<file path="src/rtl/core/rbei_pkg.sv">
// Shared constants, types and state encoding for the random bit error injector.
`timescale 1ns / 1ps

package rbei_pkg;

  localparam int WORD_WIDTH      = 32;
  localparam int GAP_WIDTH_DEF   = 32;
  localparam int BYTE_BITS       = 8;
  localparam int CFG_IDX_W       = 1;

  localparam logic [WORD_WIDTH-1:0] LFSR_TAPS     = 32'h8020_0003;
  localparam logic [WORD_WIDTH-1:0] GAP_RANGE_RST = 32'd1023;
  localparam logic [WORD_WIDTH-1:0] SEED_RST      = 32'd1;

  // configuration register indexes
  localparam logic [CFG_IDX_W-1:0] REG_GAP_RANGE = 1'b0;
  localparam logic [CFG_IDX_W-1:0] REG_RNG_SEED  = 1'b1;

  typedef enum logic [1:0] {
    ST_IDLE,
    ST_WAIT,
    ST_CHECK,
    ST_DONE
  } state_e;

  // controller -> datapath
  typedef struct packed {
    logic accept;       // latch input byte, clear mask
    logic draw_start;   // step LFSR, start remainder unit
    logic apply;        // fold finished gap into distance
    logic mark;         // set mask bit at current distance
    logic finish_dist;  // distance minus one byte
    logic load_out;     // move result into output register
  } cmd_t;

  // datapath -> controller
  typedef struct packed {
    logic armed;
    logic div_done;
    logic dist_lt8;
    logic out_free;
  } status_t;

endpackage

</file>
<file path="src/rtl/core/random_bit_error_injector_core.sv">
// Top level of the random bit error injector.
//
// channel  dir  handshake                      payload
// s_axis   in   s_axis_tvalid / s_axis_tready  tdata[7:0] data_byte
// m_axis   out  m_axis_tvalid / m_axis_tready  tdata[7:0] flipped_byte, [15:8] error_mask
// cfg      in   cfg_we_i                       cfg_idx_i, cfg_data_i
//
// Each flipped bit of a byte costs one draw of the next distance; the first byte
// after reset or a range change also draws its first distance.
// Each draw is set by the bit-serial remainder unit: 32 iterations plus hand-off.
// Reset loads gap_range 1023 and seed 1; the first distance is drawn on the next byte.
// A finished result waits in the output register; the next byte is taken meanwhile,
// and stalls before its hand-off while that register is still full.
`timescale 1ns / 1ps

module random_bit_error_injector_core #(
  parameter int GAP_WIDTH = rbei_pkg::GAP_WIDTH_DEF
) (
  input  logic                            clk_i,
  input  logic                            rst_ni,
  input  logic                            cfg_we_i,
  input  logic [rbei_pkg::CFG_IDX_W-1:0]  cfg_idx_i,
  input  logic [rbei_pkg::WORD_WIDTH-1:0] cfg_data_i,
  input  logic                            s_axis_tvalid,
  output logic                            s_axis_tready,
  input  logic [7:0]                      s_axis_tdata,  // [7:0] data_byte
  output logic                            m_axis_tvalid,
  input  logic                            m_axis_tready,
  output logic [15:0]                     m_axis_tdata   // [7:0] flipped_byte, [15:8] error_mask
);

  rbei_pkg::cmd_t    cmd;
  rbei_pkg::status_t status;
  logic [7:0]        flipped_byte;
  logic [7:0]        error_mask;

  rbei_ctrl u_ctrl (
    .clk_i      (clk_i),
    .rst_ni     (rst_ni),
    .in_valid_i (s_axis_tvalid),
    .in_ready_o (s_axis_tready),
    .status_i   (status),
    .cmd_o      (cmd)
  );

  rbei_datapath #(
    .GAP_WIDTH (GAP_WIDTH)
  ) u_datapath (
    .clk_i          (clk_i),
    .rst_ni         (rst_ni),
    .cfg_we_i       (cfg_we_i),
    .cfg_idx_i      (cfg_idx_i),
    .cfg_data_i     (cfg_data_i),
    .data_byte_i    (s_axis_tdata),
    .out_ready_i    (m_axis_tready),
    .out_valid_o    (m_axis_tvalid),
    .flipped_byte_o (flipped_byte),
    .error_mask_o   (error_mask),
    .cmd_i          (cmd),
    .status_o       (status)
  );

  assign m_axis_tdata = {error_mask, flipped_byte};

endmodule

</file>
<file path="src/rtl/core/rbei_divmod.sv">
// Bit-serial restoring remainder unit: one quotient bit per cycle.
`timescale 1ns / 1ps

module rbei_divmod (
  input  logic                           clk_i,
  input  logic                           rst_ni,
  input  logic                           start_i,
  input  logic [rbei_pkg::WORD_WIDTH-1:0] dividend_i,
  input  logic [rbei_pkg::WORD_WIDTH-1:0] divisor_i,
  output logic                           done_o,
  output logic [rbei_pkg::WORD_WIDTH-1:0] rem_o
);

  localparam int W  = rbei_pkg::WORD_WIDTH;
  localparam int CW = $clog2(W + 1);

  logic          active_q;
  logic [CW-1:0] cnt_q;
  logic [W-1:0]  rem_q, rem_d;
  logic [W-1:0]  shift_q;
  logic [W-1:0]  div_q;
  logic [W:0]    trial;
  logic [W:0]    diff;

  always_comb begin
    trial = {rem_q, shift_q[W-1]};
    diff  = trial - {1'b0, div_q};
    // no borrow means trial >= divisor, so the difference fits in W bits
    rem_d = diff[W] ? trial[W-1:0] : diff[W-1:0];
  end

  assign done_o = active_q && (cnt_q == '0);
  assign rem_o  = rem_q;

  always_ff @(posedge clk_i or negedge rst_ni) begin
    if (!rst_ni) begin
      active_q <= 1'b0;
      cnt_q    <= '0;
    end else if (start_i) begin
      active_q <= 1'b1;
      cnt_q    <= CW'(W);
    end else if (active_q) begin
      if (cnt_q != '0) begin
        cnt_q <= cnt_q - CW'(1);
      end else begin
        active_q <= 1'b0;
      end
    end
  end

  always_ff @(posedge clk_i) begin
    if (start_i) begin
      rem_q   <= '0;
      shift_q <= dividend_i;
      div_q   <= divisor_i;
    end else if (active_q && (cnt_q != '0)) begin
      rem_q   <= rem_d;
      shift_q <= {shift_q[W-2:0], 1'b0};
    end
  end

endmodule

</file>
<file path="src/rtl/core/rbei_datapath.sv">
// Datapath: configuration, LFSR, bit distance, error mask and output register.
`timescale 1ns / 1ps

module rbei_datapath #(
  parameter int GAP_WIDTH = rbei_pkg::GAP_WIDTH_DEF
) (
  input  logic                            clk_i,
  input  logic                            rst_ni,
  input  logic                            cfg_we_i,
  input  logic [rbei_pkg::CFG_IDX_W-1:0]  cfg_idx_i,
  input  logic [rbei_pkg::WORD_WIDTH-1:0] cfg_data_i,
  input  logic [7:0]                      data_byte_i,
  input  logic                            out_ready_i,
  output logic                            out_valid_o,
  output logic [7:0]                      flipped_byte_o,
  output logic [7:0]                      error_mask_o,
  input  rbei_pkg::cmd_t                  cmd_i,
  output rbei_pkg::status_t               status_o
);

  localparam int W  = rbei_pkg::WORD_WIDTH;
  localparam int DW = GAP_WIDTH + 1;

  logic [W-1:0]         gap_range_q;
  logic [W-1:0]         word_q;
  logic [W-1:0]         word_next;
  logic                 armed_q;
  logic [DW-1:0]        dist_q;
  logic [7:0]           data_q;
  logic [7:0]           mask_q;
  logic                 out_valid_q;
  logic [7:0]           out_corr_q;
  logic [7:0]           out_mask_q;
  logic                 div_done;
  logic [W-1:0]         div_rem;
  logic [GAP_WIDTH-1:0] gap;
  logic                 out_free;
  logic                 dist_lt8;

  assign word_next = {1'b0, word_q[W-1:1]} ^ (word_q[0] ? rbei_pkg::LFSR_TAPS : '0);

  rbei_divmod u_divmod (
    .clk_i      (clk_i),
    .rst_ni     (rst_ni),
    .start_i    (cmd_i.draw_start),
    .dividend_i (word_next),
    .divisor_i  (gap_range_q),
    .done_o     (div_done),
    .rem_o      (div_rem)
  );

  // zero range gives a zero gap
  assign gap      = (gap_range_q == '0) ? '0 : GAP_WIDTH'(div_rem);
  assign dist_lt8 = dist_q < DW'(rbei_pkg::BYTE_BITS);
  assign out_free = !out_valid_q || out_ready_i;

  assign status_o.armed    = armed_q;
  assign status_o.div_done = div_done;
  assign status_o.dist_lt8 = dist_lt8;
  assign status_o.out_free = out_free;

  always_ff @(posedge clk_i or negedge rst_ni) begin
    if (!rst_ni) begin
      gap_range_q <= rbei_pkg::GAP_RANGE_RST;
      word_q      <= rbei_pkg::SEED_RST;
      armed_q     <= 1'b0;
      dist_q      <= '0;
      out_valid_q <= 1'b0;
    end else begin
      if (cfg_we_i && (cfg_idx_i == rbei_pkg::REG_GAP_RANGE)) begin
        if (cfg_data_i != gap_range_q) begin
          gap_range_q <= cfg_data_i;
          armed_q     <= 1'b0;
        end
      end else if (cfg_we_i && (cfg_idx_i == rbei_pkg::REG_RNG_SEED)) begin
        word_q <= (cfg_data_i == '0) ? rbei_pkg::SEED_RST : cfg_data_i;
      end else begin
        if (cmd_i.draw_start) begin
          word_q <= word_next;
        end
        if (cmd_i.apply) begin
          armed_q <= 1'b1;
          // first draw sets the distance, later ones advance past the flip
          dist_q  <= armed_q ? dist_q + DW'(1) + DW'(gap) : DW'(gap);
        end else if (cmd_i.finish_dist) begin
          dist_q <= dist_q - DW'(rbei_pkg::BYTE_BITS);
        end
      end

      if (cmd_i.load_out) begin
        out_valid_q <= 1'b1;
      end else if (out_ready_i) begin
        out_valid_q <= 1'b0;
      end
    end
  end

  always_ff @(posedge clk_i) begin
    if (cmd_i.accept) begin
      data_q <= data_byte_i;
      mask_q <= '0;
    end else if (cmd_i.mark) begin
      mask_q[dist_q[2:0]] <= 1'b1;
    end
    if (cmd_i.load_out) begin
      out_corr_q <= data_q ^ mask_q;
      out_mask_q <= mask_q;
    end
  end

  assign out_valid_o    = out_valid_q;
  assign flipped_byte_o = out_corr_q;
  assign error_mask_o   = out_mask_q;

  a_apply_on_done: assert property (@(posedge clk_i) disable iff (!rst_ni)
    cmd_i.apply |-> div_done)
    else $error("gap applied before remainder finished");

  a_mark_in_byte: assert property (@(posedge clk_i) disable iff (!rst_ni)
    cmd_i.mark |-> dist_lt8)
    else $error("mask bit set with distance outside the byte");

  a_load_free: assert property (@(posedge clk_i) disable iff (!rst_ni)
    cmd_i.load_out |-> out_free)
    else $error("output register overwritten while full");

  a_dist_bound: assert property (@(posedge clk_i) disable iff (!rst_ni)
    cmd_i.finish_dist |=> !dist_q[GAP_WIDTH])
    else $error("carried distance exceeds gap width");

endmodule

</file>
<file path="src/rtl/core/rbei_ctrl.sv">
// Controller: sequences draws, flips and result hand-off for one byte.
`timescale 1ns / 1ps

module rbei_ctrl (
  input  logic              clk_i,
  input  logic              rst_ni,
  input  logic              in_valid_i,
  output logic              in_ready_o,
  input  rbei_pkg::status_t status_i,
  output rbei_pkg::cmd_t    cmd_o
);

  rbei_pkg::state_e state_q, state_d;

  always_comb begin
    state_d = state_q;
    case (state_q)
      rbei_pkg::ST_IDLE: begin
        if (in_valid_i) begin
          state_d = status_i.armed ? rbei_pkg::ST_CHECK : rbei_pkg::ST_WAIT;
        end
      end
      rbei_pkg::ST_WAIT: begin
        if (status_i.div_done) state_d = rbei_pkg::ST_CHECK;
      end
      rbei_pkg::ST_CHECK: begin
        state_d = status_i.dist_lt8 ? rbei_pkg::ST_WAIT : rbei_pkg::ST_DONE;
      end
      rbei_pkg::ST_DONE: begin
        if (status_i.out_free) state_d = rbei_pkg::ST_IDLE;
      end
      default: state_d = rbei_pkg::ST_IDLE;
    endcase
  end

  always_comb begin
    cmd_o      = '0;
    in_ready_o = 1'b0;
    case (state_q)
      rbei_pkg::ST_IDLE: begin
        in_ready_o        = 1'b1;
        cmd_o.accept      = in_valid_i;
        cmd_o.draw_start  = in_valid_i && !status_i.armed;
      end
      rbei_pkg::ST_WAIT: begin
        cmd_o.apply = status_i.div_done;
      end
      rbei_pkg::ST_CHECK: begin
        cmd_o.mark        = status_i.dist_lt8;
        cmd_o.draw_start  = status_i.dist_lt8;
        cmd_o.finish_dist = !status_i.dist_lt8;
      end
      rbei_pkg::ST_DONE: begin
        cmd_o.load_out = status_i.out_free;
      end
      default: ;
    endcase
  end

  always_ff @(posedge clk_i or negedge rst_ni) begin
    if (!rst_ni) begin
      state_q <= rbei_pkg::ST_IDLE;
    end else begin
      state_q <= state_d;
    end
  end

endmodule

</file>
<file path="config.mk">
export PLATFORM = sky130hd
export DESIGN_NAME = random_bit_error_injector_core
export DESIGN_NICKNAME = d
export VERILOG_FILES = /design/src/rtl/core/rbei_pkg.sv /design/src/rtl/core/random_bit_error_injector_core.sv /design/src/rtl/core/rbei_divmod.sv /design/src/rtl/core/rbei_datapath.sv /design/src/rtl/core/rbei_ctrl.sv
export SDC_FILE = /design/constraint.sdc
export NUM_CORES = 1
export LEC_CHECK = 0
export ABC_AREA = 1
export BUFFER_PORTS_ARGS = -buffer_cell sky130_fd_sc_hd__buf_2
export CAP_MARGIN = 30
export CORE_ASPECT_RATIO = 0.8
export CORE_MARGIN = 2
export CORE_UTILIZATION = 30
export DETAILED_ROUTE_END_ITERATION = 12
export SYNTH_ARGS = -nofsm -noshare
export SYNTH_HDL_FRONTEND = slang
export SYNTH_HIERARCHICAL = 1
export SYNTH_SLANG_ARGS = --single-unit
</file>
<file path="constraint.sdc">
create_clock -name clk_i -period 6.63 [get_ports clk_i]
set_input_delay 0.663 -clock clk_i [delete_from_list [all_inputs] [get_ports clk_i]]
set_output_delay 0.663 -clock clk_i [all_outputs]
set_load 0.02 [all_outputs]
</file>
==> results.sh <==
export IMPL_routed_wl_um=50080
export IMPL_tns_ns=0
export IMPL_path_class="flop to flop"
export IMPL_synth_top_area_frac=0.2034
export IMPL_hold_path_class="primary input to async pin"
export IMPL_fmax_mhz=243.6
export IMPL_dieArea_sq_um=59020
export IMPL_synthCells=2616
export IMPL_setup_ws_ns=2.525
export IMPL_finalHoldViolCount=0
export IMPL_dpl_cell_area_sq_um=18180
export IMPL_ys_async_sr_fraction=0.4576
export IMPL_r2r_cells=14
export IMPL_nNetsFinal=2779
export IMPL_worstReg2RegEnd="u_datapath/u_divmod/shift_q[8]"
export IMPL_fill_cells=6216
export IMPL_post_cts_buffers=0
export IMPL_num_io_pins=64
export IMPL_yosysSeqAreaShare=0.3597
export IMPL_fin_crit_sh=0.6191
export IMPL_power_total_mw=9.595
export IMPL_cts_root_buf="clkbuf_16"
export IMPL_synth_most_common_cell="nand2_1"
export IMPL_reg2reg_from="u_datapath/dist_q[3]"
export IMPL_fin_crit_ns=4.105
export IMPL_coreArea_sq_um=56600
export IMPL_synthAdderAreaFrac=0.05129
export IMPL_syn_area_sq_um=17130
export IMPL_grt_remaining_overflow=0
export IMPL_synth_mux_area_frac=0
export IMPL_cts_htree_levels=1
export IMPL_clockBufferDepth=3
export IMPL_grt_pass1_vias=14140
export IMPL_num_rows=78
export IMPL_cts_sinks=236
export IMPL_synth_top_family_by_area="simple AND/OR/NAND/NOR gates"
export IMPL_antenna_found_initial=0
export IMPL_slew_headroom=0.3196
export IMPL_synth_commonest_cells="nand2_1, inv_1, nor2_1, nand3_1, a21oi_1"
export IMPL_cts_tree="built"
export IMPL_ctsResizeCount=0
export IMPL_rsz0062_at_grt="false"
export IMPL_finalSetupViolations=0
export IMPL_vias_per_cell=4.561
export IMPL_seqCellArea_sq_um=6160
export IMPL_die_h_um=217.7
export IMPL_synthSimpleGateAreaFrac=0.3549
export IMPL_synth_compound_area_frac=0.07818
export IMPL_cp_max_fo=60
export IMPL_synth_seq_cells=236
export IMPL_pre_cts_slack_ns=2.586
export IMPL_wire_per_inst_um=14.53
export IMPL_clk_pin_slew_worst_paths_ns=0.07
export IMPL_arrival_ns=4.32
export IMPL_dp_hpwl_um=38440
export IMPL_drv_cap=0
export IMPL_start_util=0.3025
export IMPL_grt_total_usage=0.1676
export IMPL_grt_first_pass_wirelength_um=79210
export IMPL_syn_avg_cell_area_sq_um=6.546
export IMPL_synth_edf_count=88
export IMPL_routabilityCongestion=0.9364
export IMPL_cts_hold_buf=0
export IMPL_slew_viol_final=0
export IMPL_grt_start_max_net_pins=65
export IMPL_multi_input_area_sq_um=8767
export IMPL_cts_buffers=28
export IMPL_required_ns=6.84
export IMPL_synth_ff_type="dfrtp_1"
export IMPL_fin_area_sq_um=19180
export IMPL_fin_skew_ns=0.01128
export IMPL_startpoint_type="flop"
export IMPL_worstSetupEndpointType="flop"
export IMPL_area_growth_pct=11.97
export IMPL_synthTopCellsByArea="nand2_1, edfxtp_1, dfrtp_1"
export IMPL_dr_pass1_iters=7
export IMPL_vias=15720
export IMPL_drc=0
export IMPL_power_density_nw_per_um2=500.4
export IMPL_io_buffer_count=63
export IMPL_worstSkewPairLatency_ns=0.57
export IMPL_synth_xor_area_frac=0.02608
export IMPL_synth_nets=2731
export IMPL_synth_area_leader_cell="nand2_1"
export IMPL_status="completed"
export IMPL_p_leak_nw=10.01
export IMPL_synth_warnings=6
export IMPL_synth_cell_types=53
export IMPL_ant_nets=0
export IMPL_n_antenna_cell=0
export IMPL_reg2reg_slack_ns=2.53
export IMPL_die_x_um=271.1
export IMPL_ir_worst_vdd_v=0.0002326
export IMPL_worstMarginPinSlew_ns=1.019
export IMPL_first_iter_violations=1454
export IMPL_drive_above_1_share=0.08786
metal layers:
metal | vias to the layer above | wire (um) | track usage | share of wire
li1 | 8151 | - | - | -
met1 | 7012 | 24920 | 0.2533 | 0.50
met2 | 503 | 20430 | 0.2477 | 0.41
met3 | 51 | 3945 | 0.03138 | 0.079
met4 | 0 | 778 | 0.03187 | 0.016
met5 | - | 0 | 0 | 0
cell type report:
cell class | instances | share of cell area
multi-input combinational | 1826 | 0.4572
clock inverter | 15 | 0.01096
clock buffer | 37 | 0.03934
sequential | 236 | 0.3212
timing repair buffer | 75 | 0.02440
tap | 760 | 0.04959
inverter | 497 | 0.09729
worst max path at each step:
stage                               from                              to  slack [ns]  cells after the start
floorplan           u_datapath/dist_q[3]  u_datapath/u_divmod/shift_q[0]        1.86                     14
global placement    u_datapath/dist_q[3]           u_datapath/word_q[10]        2.73                     16
detailed placement  u_datapath/dist_q[3]  u_datapath/u_divmod/shift_q[4]        2.59                     14
CTS                 u_datapath/dist_q[3]  u_datapath/u_divmod/shift_q[6]        2.58                     14
global route        u_datapath/dist_q[3]  u_datapath/u_divmod/shift_q[8]        2.24                     14
finish              u_datapath/dist_q[3]  u_datapath/u_divmod/shift_q[8]        2.53                     14
power by group:
group          switching, mW  total [mW]  internal (mW)
Clock                  0.650        1.61          0.964
Sequential             0.463        2.56           2.09
Combinational           3.68        5.43           1.75
registers in the layout, indices dropped and copies added (netlist names):
signal and cells:
u_datapath/armed_q 1, u_datapath/u_divmod/cnt_q 6, u_datapath/word_q 32, u_datapath/gap_range_q 32, u_datapath/error_mask_o 8, u_datapath/u_divmod/rem_o 32, u_datapath/flipped_byte_o 8, u_datapath/mask_q 8
u_datapath/dist_q 33, u_datapath/out_valid_o 1, u_ctrl/state_q 2, u_datapath/u_divmod/active_q 1, u_datapath/u_divmod/div_q 32, u_datapath/u_divmod/shift_q 32, u_datapath/data_q 8
through the flow:
step                hold slack (ns)  cells    util
finish                       0.1202   3446  0.3388
global route                 0.1309   3446  0.3388
CTS                          0.2629   3445  0.3383
detailed placement           0.4815   3393  0.3212
global placement             0.4778   3391  0.3203
floorplan                    0.3674   2616       -
worst max-delay path, stage by stage (launching register included):
cell and delay (ns):
dfrtp_1 0.39, inv_1 0.14, ha_1 0.31, nand2_4 0.11, nor2_1 0.16, nand3_1 0.12
nor2_1 0.13, nand4_1 0.14, nor4_1 0.39, inv_1 0.19, o21ai_4 0.39, buf_4 0.67
nor2_2 0.09, inv_1 0.12, buf_4 0.38
placed cells by master (no fill, tap or decap), types with 40 or more instances in the layout:
cell,instances
nand3_1,127
ha_1,67
dfxtp_1,40
buf_2,62
nand2_1,928
a21oi_1,98
inv_1,473
dfrtp_1,97
nor2_1,286
o21ai_0,67
edfxtp_1,88
cells by family after synthesis:
| logic type | after synthesis |
|---|---|
| compound gates | 233 |
| simple gates | 1473 |
| xor+xnor | 51 |
| buf+inv | 554 |
| flops | 236 |
| fa+ha+maj | 69 |
Power figures use the tool's default switching activity.
